$ cat src/rtl/pefr_pkg.sv
// Package of the pointer event FIFO register block: codes, types and defaults.
package pefr_pkg;

  // Default depth of the pointer event queue.
  localparam int QUEUE_DEPTH_DEF = 10;

  // Item operation codes.
  typedef enum logic [1:0] {
    OP_EVENT = 2'd0,
    OP_WRITE = 2'd1,
    OP_READ  = 2'd2,
    OP_TICK  = 2'd3
  } op_t;

  // Register word indexes on the bus side.
  localparam logic [2:0] IDX_CTRL    = 3'd0;
  localparam logic [2:0] IDX_WIDTH   = 3'd1;
  localparam logic [2:0] IDX_HEIGHT  = 3'd2;
  localparam logic [2:0] IDX_X       = 3'd3;
  localparam logic [2:0] IDX_Y       = 3'd4;
  localparam logic [2:0] IDX_BUTTONS = 3'd5;

  // Configuration register indexes.
  localparam logic CFG_FRAME_WIDTH  = 1'b0;
  localparam logic CFG_FRAME_HEIGHT = 1'b1;

  // Bit positions inside the ctrl and button registers.
  localparam int CTRL_ENABLE_BIT = 0;
  localparam int DATA_AVAIL_BIT  = 31;

  // One queued pointer event.
  typedef struct packed {
    logic [7:0]  btn;
    logic [15:0] px;
    logic [15:0] py;
  } evt_entry_t;

  localparam int EVT_W = $bits(evt_entry_t);

  // Commands from the controller to the datapath.
  typedef struct packed {
    logic accept;     // an item is taken this cycle
    logic pop_start;  // the accepted item pops the queue; fetch the head entry
    logic pop_finish; // the head entry is back from memory; retire the pop
  } ctl_cmd_t;

  // Status from the datapath to the controller.
  typedef struct packed {
    logic pop_needed; // the offered item is a buttons read with events queued
    logic out_free;   // the result register can take a word this cycle
  } dp_status_t;

endpackage

$ cat src/rtl/pefr_in_if.sv
// Input channel interface: one item per word.
interface pefr_in_if;
  logic        valid;
  logic        ready;
  logic [1:0]  op;
  logic [2:0]  reg_index;
  logic [31:0] write_data;
  logic [7:0]  buttons;
  logic [15:0] pos_x;
  logic [15:0] pos_y;

  modport source (output valid, output op, output reg_index, output write_data,
                  output buttons, output pos_x, output pos_y, input ready);
  modport sink   (input valid, input op, input reg_index, input write_data,
                  input buttons, input pos_x, input pos_y, output ready);
endinterface

$ cat src/rtl/pefr_out_if.sv
// Result channel interface: one result per word.
interface pefr_out_if;
  logic        valid;
  logic        ready;
  logic [31:0] read_data;
  logic        irq_pulse;

  modport source (output valid, output read_data, output irq_pulse, input ready);
  modport sink   (input valid, input read_data, input irq_pulse, output ready);
endinterface

$ cat src/rtl/pefr_ram.sv
// Generic single-write, single-read RAM with registered read data.
module pefr_ram #(
  parameter int WIDTH = 8,
  parameter int DEPTH = 16,
  parameter int AW    = (DEPTH > 1) ? $clog2(DEPTH) : 1
) (
  input  logic             clk,
  input  logic             we,
  input  logic [AW-1:0]    waddr,
  input  logic [WIDTH-1:0] wdata,
  input  logic             re,
  input  logic [AW-1:0]    raddr,
  output logic [WIDTH-1:0] rdata
);

  logic [WIDTH-1:0] mem [DEPTH];
  logic [WIDTH-1:0] rdata_r;

  always_ff @(posedge clk) begin
    if (we) begin
      mem[waddr] <= wdata;
    end
    if (re) begin
      rdata_r <= mem[raddr];
    end
  end

  assign rdata = rdata_r;

endmodule

$ cat src/rtl/pefr_ctrl.sv
// Controller state machine: sequences item acceptance and queue pops through ST_POP.
module pefr_ctrl (
  input  logic                  clk,
  input  logic                  rst_n,
  input  logic                  in_valid,
  output logic                  in_ready,
  input  pefr_pkg::dp_status_t  status,
  output pefr_pkg::ctl_cmd_t    cmd
);
  import pefr_pkg::*;

  typedef enum logic [1:0] {
    ST_IDLE = 2'b01,
    ST_POP  = 2'b10
  } state_t;

  state_t state_r;
  state_t state_nxt;

  always_comb begin
    state_nxt      = state_r;
    in_ready       = 1'b0;
    cmd            = '0;
    case (state_r)
      ST_IDLE: begin
        in_ready      = status.out_free;
        cmd.accept    = in_valid && status.out_free;
        cmd.pop_start = cmd.accept && status.pop_needed;
        if (cmd.pop_start) begin
          state_nxt = ST_POP;
        end
      end
      ST_POP: begin
        cmd.pop_finish = 1'b1;
        state_nxt      = ST_IDLE;
      end
      default: begin
        state_nxt = ST_IDLE;
      end
    endcase
  end

  always_ff @(posedge clk) begin
    if (!rst_n) begin
      state_r <= ST_IDLE;
    end else begin
      state_r <= state_nxt;
    end
  end

endmodule

$ cat src/rtl/pefr_dp.sv
// Datapath: register file, event queue pointers, queue memory and result register.
module pefr_dp #(
  parameter int QUEUE_DEPTH = pefr_pkg::QUEUE_DEPTH_DEF
) (
  input  logic                 clk,
  input  logic                 rst_n,
  input  logic [1:0]           in_op,
  input  logic [2:0]           in_reg_index,
  input  logic [31:0]          in_write_data,
  input  logic [7:0]           in_buttons,
  input  logic [15:0]          in_pos_x,
  input  logic [15:0]          in_pos_y,
  input  logic                 out_ready,
  output logic                 out_valid,
  output logic [31:0]          out_read_data,
  output logic                 out_irq_pulse,
  input  logic                 cfg_we,
  input  logic                 cfg_index,
  input  logic [15:0]          cfg_wdata,
  input  pefr_pkg::ctl_cmd_t   cmd,
  output pefr_pkg::dp_status_t status
);
  import pefr_pkg::*;

  localparam int PTR_W = (QUEUE_DEPTH > 1) ? $clog2(QUEUE_DEPTH) : 1;
  localparam int CNT_W = $clog2(QUEUE_DEPTH + 1);
  localparam logic [PTR_W-1:0] PTR_LAST = PTR_W'(QUEUE_DEPTH - 1);
  localparam logic [CNT_W-1:0] CNT_FULL = CNT_W'(QUEUE_DEPTH);

  logic [31:0]      ctrl_word_r,   ctrl_word_nxt;
  logic [31:0]      cur_x_r,       cur_x_nxt;
  logic [31:0]      cur_y_r,       cur_y_nxt;
  logic [31:0]      button_word_r, button_word_nxt;
  logic [15:0]      frame_width_r;
  logic [15:0]      frame_height_r;
  logic [PTR_W-1:0] head_r,        head_nxt;
  logic [PTR_W-1:0] tail_r,        tail_nxt;
  logic [CNT_W-1:0] count_r,       count_nxt;
  logic             out_valid_r,   out_valid_nxt;
  logic [31:0]      out_data_r,    out_data_nxt;
  logic             out_irq_r,     out_irq_nxt;

  logic             enabled;
  logic             queue_empty;
  logic [CNT_W-1:0] count_dec;
  logic             mem_we;
  evt_entry_t       mem_wdata;
  evt_entry_t       mem_rdata;
  logic [31:0]      rd_mux;

  function automatic logic [PTR_W-1:0] ptr_inc(input logic [PTR_W-1:0] p);
    ptr_inc = (p == PTR_LAST) ? '0 : p + 1'b1;
  endfunction

  assign enabled     = ctrl_word_r[CTRL_ENABLE_BIT];
  assign queue_empty = (count_r == '0);
  assign count_dec   = count_r - 1'b1;

  assign status.pop_needed = (in_op == OP_READ) && (in_reg_index == IDX_BUTTONS) && !queue_empty;
  assign status.out_free   = !out_valid_r || out_ready;

  assign mem_wdata.btn = in_buttons;
  assign mem_wdata.px  = in_pos_x;
  assign mem_wdata.py  = in_pos_y;
  assign mem_we = cmd.accept && (in_op == OP_EVENT) && enabled && (count_r < CNT_FULL);

  pefr_ram #(
    .WIDTH (EVT_W),
    .DEPTH (QUEUE_DEPTH),
    .AW    (PTR_W)
  ) u_evt_ram (
    .clk   (clk),
    .we    (mem_we),
    .waddr (tail_r),
    .wdata (mem_wdata),
    .re    (cmd.pop_start),
    .raddr (head_r),
    .rdata (mem_rdata)
  );

  always_comb begin
    case (in_reg_index)
      IDX_CTRL:    rd_mux = ctrl_word_r;
      IDX_WIDTH:   rd_mux = {16'd0, frame_width_r};
      IDX_HEIGHT:  rd_mux = {16'd0, frame_height_r};
      IDX_X:       rd_mux = cur_x_r;
      IDX_Y:       rd_mux = cur_y_r;
      IDX_BUTTONS: rd_mux = button_word_r;
      default:     rd_mux = 32'd0;
    endcase
  end

  always_comb begin
    ctrl_word_nxt   = ctrl_word_r;
    cur_x_nxt       = cur_x_r;
    cur_y_nxt       = cur_y_r;
    button_word_nxt = button_word_r;
    head_nxt        = head_r;
    tail_nxt        = tail_r;
    count_nxt       = count_r;
    out_data_nxt    = out_data_r;
    out_irq_nxt     = out_irq_r;
    out_valid_nxt   = out_valid_r && !out_ready;

    if (cmd.pop_finish) begin
      // The head entry is now in memory read data; retire the pop.
      button_word_nxt = {24'd0, mem_rdata.btn};
      button_word_nxt[DATA_AVAIL_BIT] = (count_dec != '0);
      cur_x_nxt     = {16'd0, mem_rdata.px};
      cur_y_nxt     = {16'd0, mem_rdata.py};
      head_nxt      = ptr_inc(head_r);
      count_nxt     = count_dec;
      out_data_nxt  = button_word_nxt;
      out_irq_nxt   = (count_dec != '0);
      out_valid_nxt = 1'b1;
    end else if (cmd.accept && !cmd.pop_start) begin
      out_data_nxt  = 32'd0;
      out_irq_nxt   = 1'b0;
      out_valid_nxt = 1'b1;
      case (op_t'(in_op))
        OP_EVENT: begin
          if (mem_we) begin
            tail_nxt  = ptr_inc(tail_r);
            count_nxt = count_r + 1'b1;
          end
        end
        OP_WRITE: begin
          case (in_reg_index)
            IDX_CTRL: begin
              ctrl_word_nxt   = in_write_data;
              head_nxt        = '0;
              tail_nxt        = '0;
              count_nxt       = '0;
              button_word_nxt = 32'd0;
            end
            IDX_X:       cur_x_nxt       = in_write_data;
            IDX_Y:       cur_y_nxt       = in_write_data;
            IDX_BUTTONS: button_word_nxt = in_write_data;
            default: ;
          endcase
        end
        OP_READ: begin
          out_data_nxt = rd_mux;
        end
        OP_TICK: begin
          out_irq_nxt = enabled && !queue_empty;
        end
        default: ;
      endcase
    end
  end

  always_ff @(posedge clk) begin
    if (!rst_n) begin
      ctrl_word_r    <= 32'd0;
      cur_x_r        <= 32'd0;
      cur_y_r        <= 32'd0;
      button_word_r  <= 32'd0;
      frame_width_r  <= 16'd0;
      frame_height_r <= 16'd0;
      head_r         <= '0;
      tail_r         <= '0;
      count_r        <= '0;
      out_valid_r    <= 1'b0;
    end else begin
      ctrl_word_r   <= ctrl_word_nxt;
      cur_x_r       <= cur_x_nxt;
      cur_y_r       <= cur_y_nxt;
      button_word_r <= button_word_nxt;
      head_r        <= head_nxt;
      tail_r        <= tail_nxt;
      count_r       <= count_nxt;
      out_valid_r   <= out_valid_nxt;
      if (cfg_we) begin
        case (cfg_index)
          CFG_FRAME_WIDTH:  frame_width_r  <= cfg_wdata;
          CFG_FRAME_HEIGHT: frame_height_r <= cfg_wdata;
          default: ;
        endcase
      end
    end
  end

  always_ff @(posedge clk) begin
    out_data_r <= out_data_nxt;
    out_irq_r  <= out_irq_nxt;
  end

  assign out_valid     = out_valid_r;
  assign out_read_data = out_data_r;
  assign out_irq_pulse = out_irq_r;

endmodule

$ cat src/rtl/pointer_event_fifo_regs_unit.sv
// Top level of the pointer event FIFO register block.
//
//   Channel  | Direction | Handshake        | Word carries
//   ---------+-----------+------------------+---------------------------------------------
//   in_ch    | sink      | valid/ready      | op, reg_index, write_data, buttons, pos_x/y
//   out_ch   | source    | valid/ready      | read_data, irq_pulse
//   cfg_*    | sink      | write enable     | cfg_index selects frame width or height
//
// Every accepted input word produces exactly one result word. Events, writes, ticks
// and reads other than a popping buttons read have their result in the output
// register at the next clock edge. A buttons read that pops the queue goes through
// ST_POP, because the head entry comes from the event memory through its registered
// read port. A new word is accepted when no result is held or the previous result
// is taken in the same cycle, and not during ST_POP; a stalled result holds off input.
// Reset is synchronous and active low; it empties the queue and clears all registers
// but the result data and irq pulse registers. The event memory needs no clearing
// pass, since an entry is only read after it has been written.
module pointer_event_fifo_regs_unit #(
  parameter int QUEUE_DEPTH = pefr_pkg::QUEUE_DEPTH_DEF
) (
  input  logic        clk,
  input  logic        rst_n,
  pefr_in_if.sink     in_ch,
  pefr_out_if.source  out_ch,
  input  logic        cfg_we,
  input  logic        cfg_index,
  input  logic [15:0] cfg_wdata
);
  import pefr_pkg::*;

  ctl_cmd_t   cmd;
  dp_status_t status;

  // The controller owns acceptance and the pop sequence.
  pefr_ctrl u_ctrl (
    .clk      (clk),
    .rst_n    (rst_n),
    .in_valid (in_ch.valid),
    .in_ready (in_ch.ready),
    .status   (status),
    .cmd      (cmd)
  );

  // The datapath holds all registers, the queue and the result register.
  pefr_dp #(
    .QUEUE_DEPTH (QUEUE_DEPTH)
  ) u_dp (
    .clk           (clk),
    .rst_n         (rst_n),
    .in_op         (in_ch.op),
    .in_reg_index  (in_ch.reg_index),
    .in_write_data (in_ch.write_data),
    .in_buttons    (in_ch.buttons),
    .in_pos_x      (in_ch.pos_x),
    .in_pos_y      (in_ch.pos_y),
    .out_ready     (out_ch.ready),
    .out_valid     (out_ch.valid),
    .out_read_data (out_ch.read_data),
    .out_irq_pulse (out_ch.irq_pulse),
    .cfg_we        (cfg_we),
    .cfg_index     (cfg_index),
    .cfg_wdata     (cfg_wdata),
    .cmd           (cmd),
    .status        (status)
  );

endmodule

$ cat src/flat_wrapper.sv
// flat-port wrapper written by rule: the top's interface ports become plain ports
module pointer_event_fifo_regs_unit_flat import pefr_pkg::*;
#(
  parameter int QUEUE_DEPTH = pefr_pkg::QUEUE_DEPTH_DEF
)
  (clk, rst_n, cfg_we, cfg_index, cfg_wdata, in_ch_valid, in_ch_op, in_ch_reg_index, in_ch_write_data, in_ch_buttons, in_ch_pos_x, in_ch_pos_y, in_ch_ready, out_ch_valid, out_ch_read_data, out_ch_irq_pulse, out_ch_ready);
  pefr_in_if in_ch_i ();
  pefr_out_if out_ch_i ();
  input  logic clk;
  input  logic rst_n;
  input  logic cfg_we;
  input  logic cfg_index;
  input  logic [15:0] cfg_wdata;
  input wire logic [$bits(in_ch_i.valid)-1:0] in_ch_valid;
  input wire logic [$bits(in_ch_i.op)-1:0] in_ch_op;
  input wire logic [$bits(in_ch_i.reg_index)-1:0] in_ch_reg_index;
  input wire logic [$bits(in_ch_i.write_data)-1:0] in_ch_write_data;
  input wire logic [$bits(in_ch_i.buttons)-1:0] in_ch_buttons;
  input wire logic [$bits(in_ch_i.pos_x)-1:0] in_ch_pos_x;
  input wire logic [$bits(in_ch_i.pos_y)-1:0] in_ch_pos_y;
  output wire logic [$bits(in_ch_i.ready)-1:0] in_ch_ready;
  output wire logic [$bits(out_ch_i.valid)-1:0] out_ch_valid;
  output wire logic [$bits(out_ch_i.read_data)-1:0] out_ch_read_data;
  output wire logic [$bits(out_ch_i.irq_pulse)-1:0] out_ch_irq_pulse;
  input wire logic [$bits(out_ch_i.ready)-1:0] out_ch_ready;
  assign in_ch_i.valid = in_ch_valid;
  assign in_ch_i.op = in_ch_op;
  assign in_ch_i.reg_index = in_ch_reg_index;
  assign in_ch_i.write_data = in_ch_write_data;
  assign in_ch_i.buttons = in_ch_buttons;
  assign in_ch_i.pos_x = in_ch_pos_x;
  assign in_ch_i.pos_y = in_ch_pos_y;
  assign in_ch_ready = in_ch_i.ready;
  assign out_ch_valid = out_ch_i.valid;
  assign out_ch_read_data = out_ch_i.read_data;
  assign out_ch_irq_pulse = out_ch_i.irq_pulse;
  assign out_ch_i.ready = out_ch_ready;
  pointer_event_fifo_regs_unit #(.QUEUE_DEPTH(QUEUE_DEPTH)) u_core (.clk(clk), .rst_n(rst_n), .in_ch(in_ch_i), .out_ch(out_ch_i), .cfg_we(cfg_we), .cfg_index(cfg_index), .cfg_wdata(cfg_wdata));
endmodule
$ cat config.mk
export PLATFORM = sky130hd
export DESIGN_NAME = pointer_event_fifo_regs_unit_flat
export DESIGN_NICKNAME = d
export VERILOG_FILES = /design/src/rtl/pefr_pkg.sv /design/src/rtl/pefr_in_if.sv /design/src/rtl/pefr_out_if.sv /design/src/rtl/pefr_ram.sv /design/src/rtl/pefr_ctrl.sv /design/src/rtl/pefr_dp.sv /design/src/rtl/pointer_event_fifo_regs_unit.sv /design/src/flat_wrapper.sv
export SDC_FILE = /design/constraint.sdc
export NUM_CORES = 1
export LEC_CHECK = 0
export BUFFER_PORTS_ARGS = -buffer_cell sky130_fd_sc_hd__buf_2
export CAP_MARGIN = 20
export CORE_MARGIN = 2
export CORE_UTILIZATION = 55
export DETAILED_ROUTE_END_ITERATION = 6
export PLACE_DENSITY_LB_ADDON = 0.05
export SYNTH_ARGS = -nofsm -noshare
export SYNTH_HDL_FRONTEND = slang
export SYNTH_SLANG_ARGS = --single-unit
$ cat constraint.sdc
create_clock -name clk -period 9.51 [get_ports clk]
set_input_delay 2.853 -clock clk [delete_from_list [all_inputs] [get_ports clk]]
set_output_delay 2.853 -clock clk [all_outputs]
set_load 0.02 [all_outputs]
# == Word-level counts from Yosys, hierarchy flattened ==
# Memories as Yosys holds them, arrays and structs flattened. A register that Yosys moved wholly into a read port is not among the register bits.
# Cells that the tools add are included.
# W data, S select, Z words.
# totals
ramBits,400
regBits,208
out_inout_bits,35
mem_count,1
# op_classes
n_lt_le_gt_ge,1
n_reduce_logical,42
n_eq_ne,16
n_addsub,4
muxes,38
bitwise,3
# memory_table
name,words,width,rd,rd_clocked_by_memory_dff,write_ports,line_no,text
u_core.u_dp.u_evt_ram.mem,10,40,1,1,1,pefr_ram.sv:16,logic [WIDTH-1:0] mem [DEPTH];
# op_table
operator,count
$mux W32,6
$pmux W32 S6,1
$mux W16,8
$pmux W32 S2,1
$mux W4,10
$reduce_and A3 Y1,7
$pmux W4 S2,2
$reduce_bool A2 Y1,7
$add A4 B1 Y4 const B,3
$logic_and A1 B1 Y1,10
$mux W1,9
$eq A4 B4 Y1 const B,2
$reduce_and A4 Y1,2
$eq A2 B2 Y1 const B,3
$eq A3 B2 Y1 const B,2
$eq A3 B3 Y1 const B,2
$ne A3 B2 Y1 const B,2
$reduce_and A2 Y1,3
$reduce_bool A3 Y1,2
$reduce_and A5 Y1,1
$eq A2 B1 Y1 const B,2
$logic_not A1 Y1,4
$logic_not A4 Y1,1
$lt A4 B4 Y1 const B,1
10 further kinds,13

# == Depth between registers and ports, before layout ==
# Gate-level depths: netlist of run 1.
# depth
word_depth,12
depth_mapped,9

# == Modules after synthesis ==
# A second synthesis of run 1 with hierarchy kept.
# unflattened
cells_unflattened,1938
hier_area_um2,25967.4
# by_module_without_submodules
module,area_each_um2,n_inst,cells_each
pefr_ram,17015.1,1,867
pefr_dp,8867.3,1,1063
pefr_ctrl,85.1,1,8

# == Worst setup path before layout of run 1 ==
# Ideal clock, no wire load.
# synth_path
path_kind,input to register
start,in in_ch_op[0]
end,mem u_core.u_dp.u_evt_ram.mem[1][0] (netlist name) (enable)
path_slack_ps,1569
path_stages,4
arrival_ps,7404
path_cell_list,nor3b_1 -> and2_0 -> nand2_1 -> nor4_1
# synth_between
elab_chain_cells,6
# synth_lines
element,line_no,text
start: declaration,flat_wrapper.sv:15,input wire logic [$bits(in_ch_i.op)-1:0] in_ch_op;
$logic_not A2 Y1,pefr_dp.sv:65,assign mem_we = cmd.accept && (in_op == OP_EVENT) && enabled && (count_r < CNT_FULL);
$logic_and A1 B1 Y1 (3 in series),pefr_dp.sv:65,
$mux W1,pefr_ram.sv:20,if (we) begin
$mux W1 (implied by the code),pefr_ram.sv:21,mem[waddr] <= wdata;
end: declaration,pefr_ram.sv:16,
# No other way between the ends.

# == Final worst setup path of run 1 ==
# layout_path
start,in out_ch_ready
end,out in_ch_ready
# layout_between
elab_chain_cells,2
# layout_lines
element,line_no,text
start: declaration,flat_wrapper.sv:25,input wire logic [$bits(out_ch_i.ready)-1:0] out_ch_ready;
$logic_or A1 B1 Y1,pefr_dp.sv:60,assign status.out_free = !out_valid_r || out_ready;
$mux W1,pefr_ctrl.sv:24,case (state_r)
end: declaration,flat_wrapper.sv:21,output wire logic [$bits(in_ch_i.ready)-1:0] in_ch_ready;
# No other way between the ends.

==> impl_metrics.ini, run 1 <==
[synth]
synth_nets = 1969
yosysTopAreaCell = edfxtp_1
synthFlopType = edfxtp_1
synthCells = 1865
synthArstFlopShare = 0
yosysTopAreaCellShare = 0.519
synth_common_cells = edfxtp_1 (450), dfxtp_1 (198), a21oi_1 (182), o21ai_0 (152), nand3_1 (104)
synth_cell_types = 67
ys_top_cells_by_area = edfxtp_1 (52%), dfxtp_1 (15%), mux4_2 (6.9%), a21oi_1 (3.5%), o21ai_0 (2.9%)
synth.most_common_cell = edfxtp_1
synth_enable_flop_cells = 450
synth_area_sq_um = 26000
ys_warn_count = 0
syn_avg_cell_area_sq_um = 14.0
ys_ff_latch = 648
seq_area_frac_synth = 0.671

[cts]
clkSlewWorstSetupHoldPaths_ns = 0.06
cts_buffers = 69
clock_sinks = 648
cts_buffer_depth = 3
cts_root_buf = clkbuf_16
cts_hold_buffers = 0
cts-htree-levels = 3
post-cts-setup-buffers = 0
cts_resized = 0
clk_latency_ns = 0.60
cts_tree = built

[power_and_ir_drop]
swShare = 0.210
peakVddDrop_uv = 167
switchingPower_mw = 1.22
p_seq_frac = 0.523
clkPwrFrac = 0.445
power.density_nw_per_um2 = 197
power_frac_comb = 0.032
power.total_mw = 5.80
p_leak_nw = 9.32
p_int_mw = 4.58

[status]
status = complete, but fails checks
violations = design-rule violations

[finish]
fill_cells = 3477
design_area_sq_um = 29400
stdcell_count = 2609
finalNetCount = 2051
area_growth_pct = 12.8
drive_above_1_share = 0.205

[grt]
antenna_found_initial = 5
grt-ovfl-total = 0
grt_max_degree = 90
grt_pass1_vias = 16100
grt_pass1_wl_um = 97700
gr-usage-all-layers = 0.260

[floorplanning]
pin_count = 134
start_util = 0.558
die_y_um = 222
die-area_sq_um = 49100
core_sq_um = 46700
die_x_um = 222
rows = 79

[timing]
worst_pin_slew_ns = 1.11
min_period_ns = 6.41
rsz0062_at_grt = no
tns_ns = 0
finalSetupViolations = 0
final-max-slew-violation-count = 0
period_share = 0.674
fin_skew_ns = 0.0162
slew_headroom = 0.263
fmax_mhz = 156
hold_violations = 0

[detailed_routing]
drt-pass1-iter-count = 7
drc = 31
vias = 16500
wl_per_cell_um = 24.4
ant_nets = 0
drt-vias-per-instance = 6.34
wl_um = 63800
drt_iter0_drc = 1764

[worst_setup_path]
critPathBufInv = 2
crit_top_cell = buf_2
cpLargestDelayFamily = simple AND/OR/NAND/NOR gates
cp_slowest_stage_delay_ns = 0.35
crit_path_cell_trace = buf_2 -> nor2b_1 -> nor2_1 -> buf_2
worstPathMaxFanout = 3
worst-setup-path-type = input port to primary output
setup.worst_path.end_class = primary output
cp.required_ns = 6.66
worstSetupStartpointType = input port
cpMaxStageDelayCell = nor2b_1
worst_ep_arrival_time_ns = 3.55

[placement]
place_area_sq_um = 27200
dpl.cell_count = 2482
port_buffers = 133
place_hpwl_um = 37000
finalWeightedCongestion = 0.859

[min_path]
hold_class = flop to flop

[run]
cap_violations = 0
worst register-to-register path: cells and delay by family (launching register included):
family,cells,cell delay (ns)
DFF,1,0.44
and+or+nand+nor,4,1.68
buffers and inverters,2,1.09
per-stage QoR:
step                      worst slack, ns   util  hold slack [ns]
after floorplan                      1.57      -            0.432
after global placement               3.11  0.581            0.442
after detailed placement             3.10  0.582            0.443
after CTS                            3.10  0.629            0.458
after global routing                 3.05  0.630            0.476
final                                3.10  0.630            0.455
cells by family (layout without fill, tap and decap cells):
kind of cell	after synthesis	after routing	synth area share
AO/OA/AOI/OAI	545	545	0.129
flip-flops	648	648	0.671
AND/OR/NAND/NOR	325	325	0.0644
other	0	1	0
buffers and inverters	173	309	0.0282
adder cells (fa/ha/maj)	5	5	0.00240
multiplexers	169	169	0.105
flip-flops by register name, indices dropped and copies added, names as in the netlist:
name,flops
u_core.u_ctrl.state_r,2
u_core.u_dp.button_word_r,32
u_core.u_dp.count_r,4
u_core.u_dp.ctrl_word_r,32
u_core.u_dp.cur_x_r,32
u_core.u_dp.cur_y_r,32
u_core.u_dp.frame_height_r,16
u_core.u_dp.frame_width_r,16
u_core.u_dp.head_r,4
u_core.u_dp.out_irq_pulse,1
u_core.u_dp.out_read_data,32
u_core.u_dp.out_valid,1
u_core.u_dp.tail_r,4
u_core.u_dp.u_evt_ram.mem,400
u_core.u_dp.u_evt_ram.rdata,40
worst paths after layout:
path / start / to / slack [ns] / cells past startpoint
setup / recovery: out_ch_ready / in_ch_ready / 3.10 / 4
setup reg to reg: u_core.u_ctrl.state_r[0] / u_core.u_dp.u_evt_ram.mem[8][23] / 5.92 / 6
hold / removal: u_core.u_dp.out_read_data[13] / u_core.u_dp.out_read_data[13] / 0.46 / 1
hold reg to reg: u_core.u_dp.out_read_data[13] / u_core.u_dp.out_read_data[13] / 0.46 / 1
power by group through the flow:
stage | logic [mW] | clock network (mW) | registers (mW)
2_1_floorplan | 0.0873 | 0 | 3.09
3_3_place_gp | 0.175 | 0 | 3.09
3_5_place_dp | 0.181 | 0 | 3.09
4_1_cts | 0.181 | 2.62 | 3.03
5_1_grt | 0.198 | 2.73 | 3.03
6_report | 0.185 | 2.58 | 3.03
routing by layer:
| layer | part of all wire | wire [um] | track usage | vias up |
|---|---|---|---|---|
| li1 | - | - | - | 7472 |
| met1 | 0.42 | 26900 | 0.357 | 8316 |
| met2 | 0.48 | 30900 | 0.419 | 620 |
| met3 | 0.065 | 4160 | 0.0546 | 128 |
| met4 | 0.027 | 1740 | 0.0839 | 8 |
| met5 | 0.00075 | 48 | 0 | - |
cell usage in the layout, fill, tap and decap left out, types with 5 or more instances in the layout:
cell type  count
edfxtp_1     450
dfxtp_1      194
a21oi_1      182
o21ai_0      152
buf_2        133
nand3_1      104
nand2_1       80
mux4_2        80
clkbuf_16     72
a211oi_1      56
mux2i_1       52
nor2b_1       48
mux2_2        37
buf_4         36
o2bb2ai_1     31
nor2_1        25
a22oi_1       23
a31oi_1       23
a22o_1        19
clkinv_1      19
clkbuf_1      18
nor3_1        15
a222oi_1      12
inv_1          9
a221oi_1       9
nand2b_1       8
a32oi_1        7
clkinv_2       6
o21ai_1        5
ha_1           5
layout make-up:
class	count	area, sq um	share of cell area
tap	607	759	0.0259
timing repair buffer	172	1010	0.0344
clock inverter	33	275	0.00937
multi-input combinational	1044	7900	0.269
inverter	12	45.0	0.00153
clock buffer	92	1900	0.0646
sequential	648	17500	0.595
antenna	1	2.50	0.0000852
Power figures use the tool's default switching activity.
==> inputs of run 2 (changes only) <==
==> constraint.sdc (replaced) <==
create_clock -name clk -period 6.4 [get_ports clk]
set_input_delay 1.92 -clock clk [delete_from_list [all_inputs] [get_ports clk]]
set_output_delay 1.92 -clock clk [all_outputs]
set_load 0.02 [all_outputs]
==> impl_metrics.ini, run 2 (synthesis results as in run 1) <==
[status]
status = complete, but fails checks
violations = design-rule violations

[worst_setup_path]
cpLargestDelayFamily = simple AND/OR/NAND/NOR gates
worst_ep_arrival_time_ns = 2.62
worst-setup-path-type = input port to primary output
worstSetupStartpointType = input port
path_depth = 4
crit_top_cell = buf_2
reg2reg_to = u_core.u_dp.u_evt_ram.rdata[6]
cpMaxStageDelayCell = nor2b_1
r2r_slack_ns = 3.28
setup.worst_path.end_class = primary output
crit_path_cell_trace = buf_2 -> nor2b_1 -> nor2_1 -> buf_2
reg2reg_depth = 5
critPathBufInv = 2
cp_slowest_stage_delay_ns = 0.36
reg2reg_from = u_core.u_dp.head_r[0]
cp.required_ns = 4.48
worstPathMaxFanout = 3

[grt]
grt_pass1_vias = 15800
grt-ovfl-total = 0
antenna_found_initial = 5
gr-usage-all-layers = 0.258
grt_pass1_wl_um = 96700
grt_max_degree = 90

[cts]
cts_tree = built
clock_sinks = 648
cts_buffer_depth = 3
cts_buffers = 68
cts_root_buf = clkbuf_16
cts_hold_buffers = 0
post-cts-setup-buffers = 0
cts-htree-levels = 3
clkSlewWorstSetupHoldPaths_ns = 0.06
clk_latency_ns = 0.60
cts_resized = 0

[power_and_ir_drop]
clkPwrFrac = 0.431
peakVddDrop_uv = 214
swShare = 0.212
power.density_nw_per_um2 = 288
switchingPower_mw = 1.78
p_int_mw = 6.61
p_leak_nw = 9.21
power_frac_comb = 0.032
power.total_mw = 8.39
p_seq_frac = 0.537

[timing]
min_period_ns = 4.54
slew_headroom = 0.245
worst_pin_slew_ns = 1.13
fmax_mhz = 220
rsz0062_at_grt = no
hold_violations = 0
fin_skew_ns = 0.0243
final-max-slew-violation-count = 0
finalSetupViolations = 0
period_share = 0.709

[placement]
place_hpwl_um = 36900
finalWeightedCongestion = 0.906
place_area_sq_um = 27100
dpl.cell_count = 2476
port_buffers = 133

[finish]
layout_common_cells = edfxtp_1 (450), dfxtp_1 (194), a21oi_1 (182)
design_area_sq_um = 29200
area_growth_pct = 12.0
stdcell_count = 2596
drive_above_1_share = 0.201
finalNetCount = 2046
final_common_cell = edfxtp_1
seqCellArea_sq_um = 17500
largest_register = u_core.u_dp.u_evt_ram.mem
largest_register_ffs = 400
fill_cells = 3473
final_util = 0.625
multi_input_area_sq_um = 7900

[floorplanning]
pin_count = 134
die-area_sq_um = 49100
rows = 79
die_y_um = 222
die_x_um = 222
core_sq_um = 46700
start_util = 0.558

[min_path]
hold_path_end = u_core.u_dp.frame_width_r[5]
hold_class = flop to flop
min_from = u_core.u_dp.frame_width_r[5]
min_path_cells = 2

[detailed_routing]
vias = 16300
drt_iter0_drc = 1633
drt-pass1-iter-count = 7
ant_nets = 0
wl_per_cell_um = 24.2
drc = 26
drt-vias-per-instance = 6.28
wl_um = 62900

[run]
cap_violations = 0
## run 2: layout make-up
class / instances / share of cell area
diodes: 1 / 0.0000858
clock buffers: 94 / 0.0631
clock inverters: 22 / 0.00562
inverters: 12 / 0.00154
multi-input cells: 1044 / 0.271
flip-flops and latches: 648 / 0.600
well taps: 607 / 0.0260
repair buffers: 168 / 0.0332
## run 2: power groups by stage
stage	combinational, mW	sequential (mW)	clock, mW
floorplan	0.130	4.59	0
global placement	0.258	4.59	0
detailed placement	0.266	4.59	0
CTS	0.267	4.50	3.68
global route	0.292	4.50	3.83
finish	0.272	4.50	3.61
## run 2: worst reg2reg max path, stage by stage (launching register included)
cell and delay (ns):
dfxtp_4 0.88, buf_12 0.62, mux4_2 0.70, nor2b_1 0.14, a211oi_1 0.32, a21oi_1 0.14
## run 2: per-stage QoR
| stage | worst slack [ns] | hold WS, ns | TNS, ns |
|---|---|---|---|
| after global routing | 1.82 | 0.483 | 0 |
| after detailed placement | 1.53 | 0.451 | 0 |
| final | 1.86 | 0.453 | 0 |
| after floorplan | -0.608 | 0.432 | -93.24 |
| after global placement | 1.60 | 0.449 | 0 |
| after CTS | 1.87 | 0.459 | 0 |
## run 2: routing by layer
metal	global-route usage	wire, um
met4	0.0896	1920
met3	0.0557	4570
met5	0	53
met1	0.362	26800
met2	0.403	29500
## run 2: how the worst max path moves through the flow
| stage | from | endpoint | slack, ns |
|---|---|---|---|
| 6_report | out_ch_ready | in_ch_ready | 1.86 |
| 3_5_place_dp | in_ch_reg_index[0] | u_core.u_dp.u_evt_ram.rdata[4] | 1.53 |
| 3_3_place_gp | in_ch_reg_index[0] | u_core.u_dp.u_evt_ram.rdata[4] | 1.60 |
| 5_1_grt | out_ch_ready | in_ch_ready | 1.82 |
| 4_1_cts | out_ch_ready | in_ch_ready | 1.87 |
| 2_1_floorplan | in_ch_op[0] | u_core.u_dp.u_evt_ram.mem[1][0] | -0.61 |
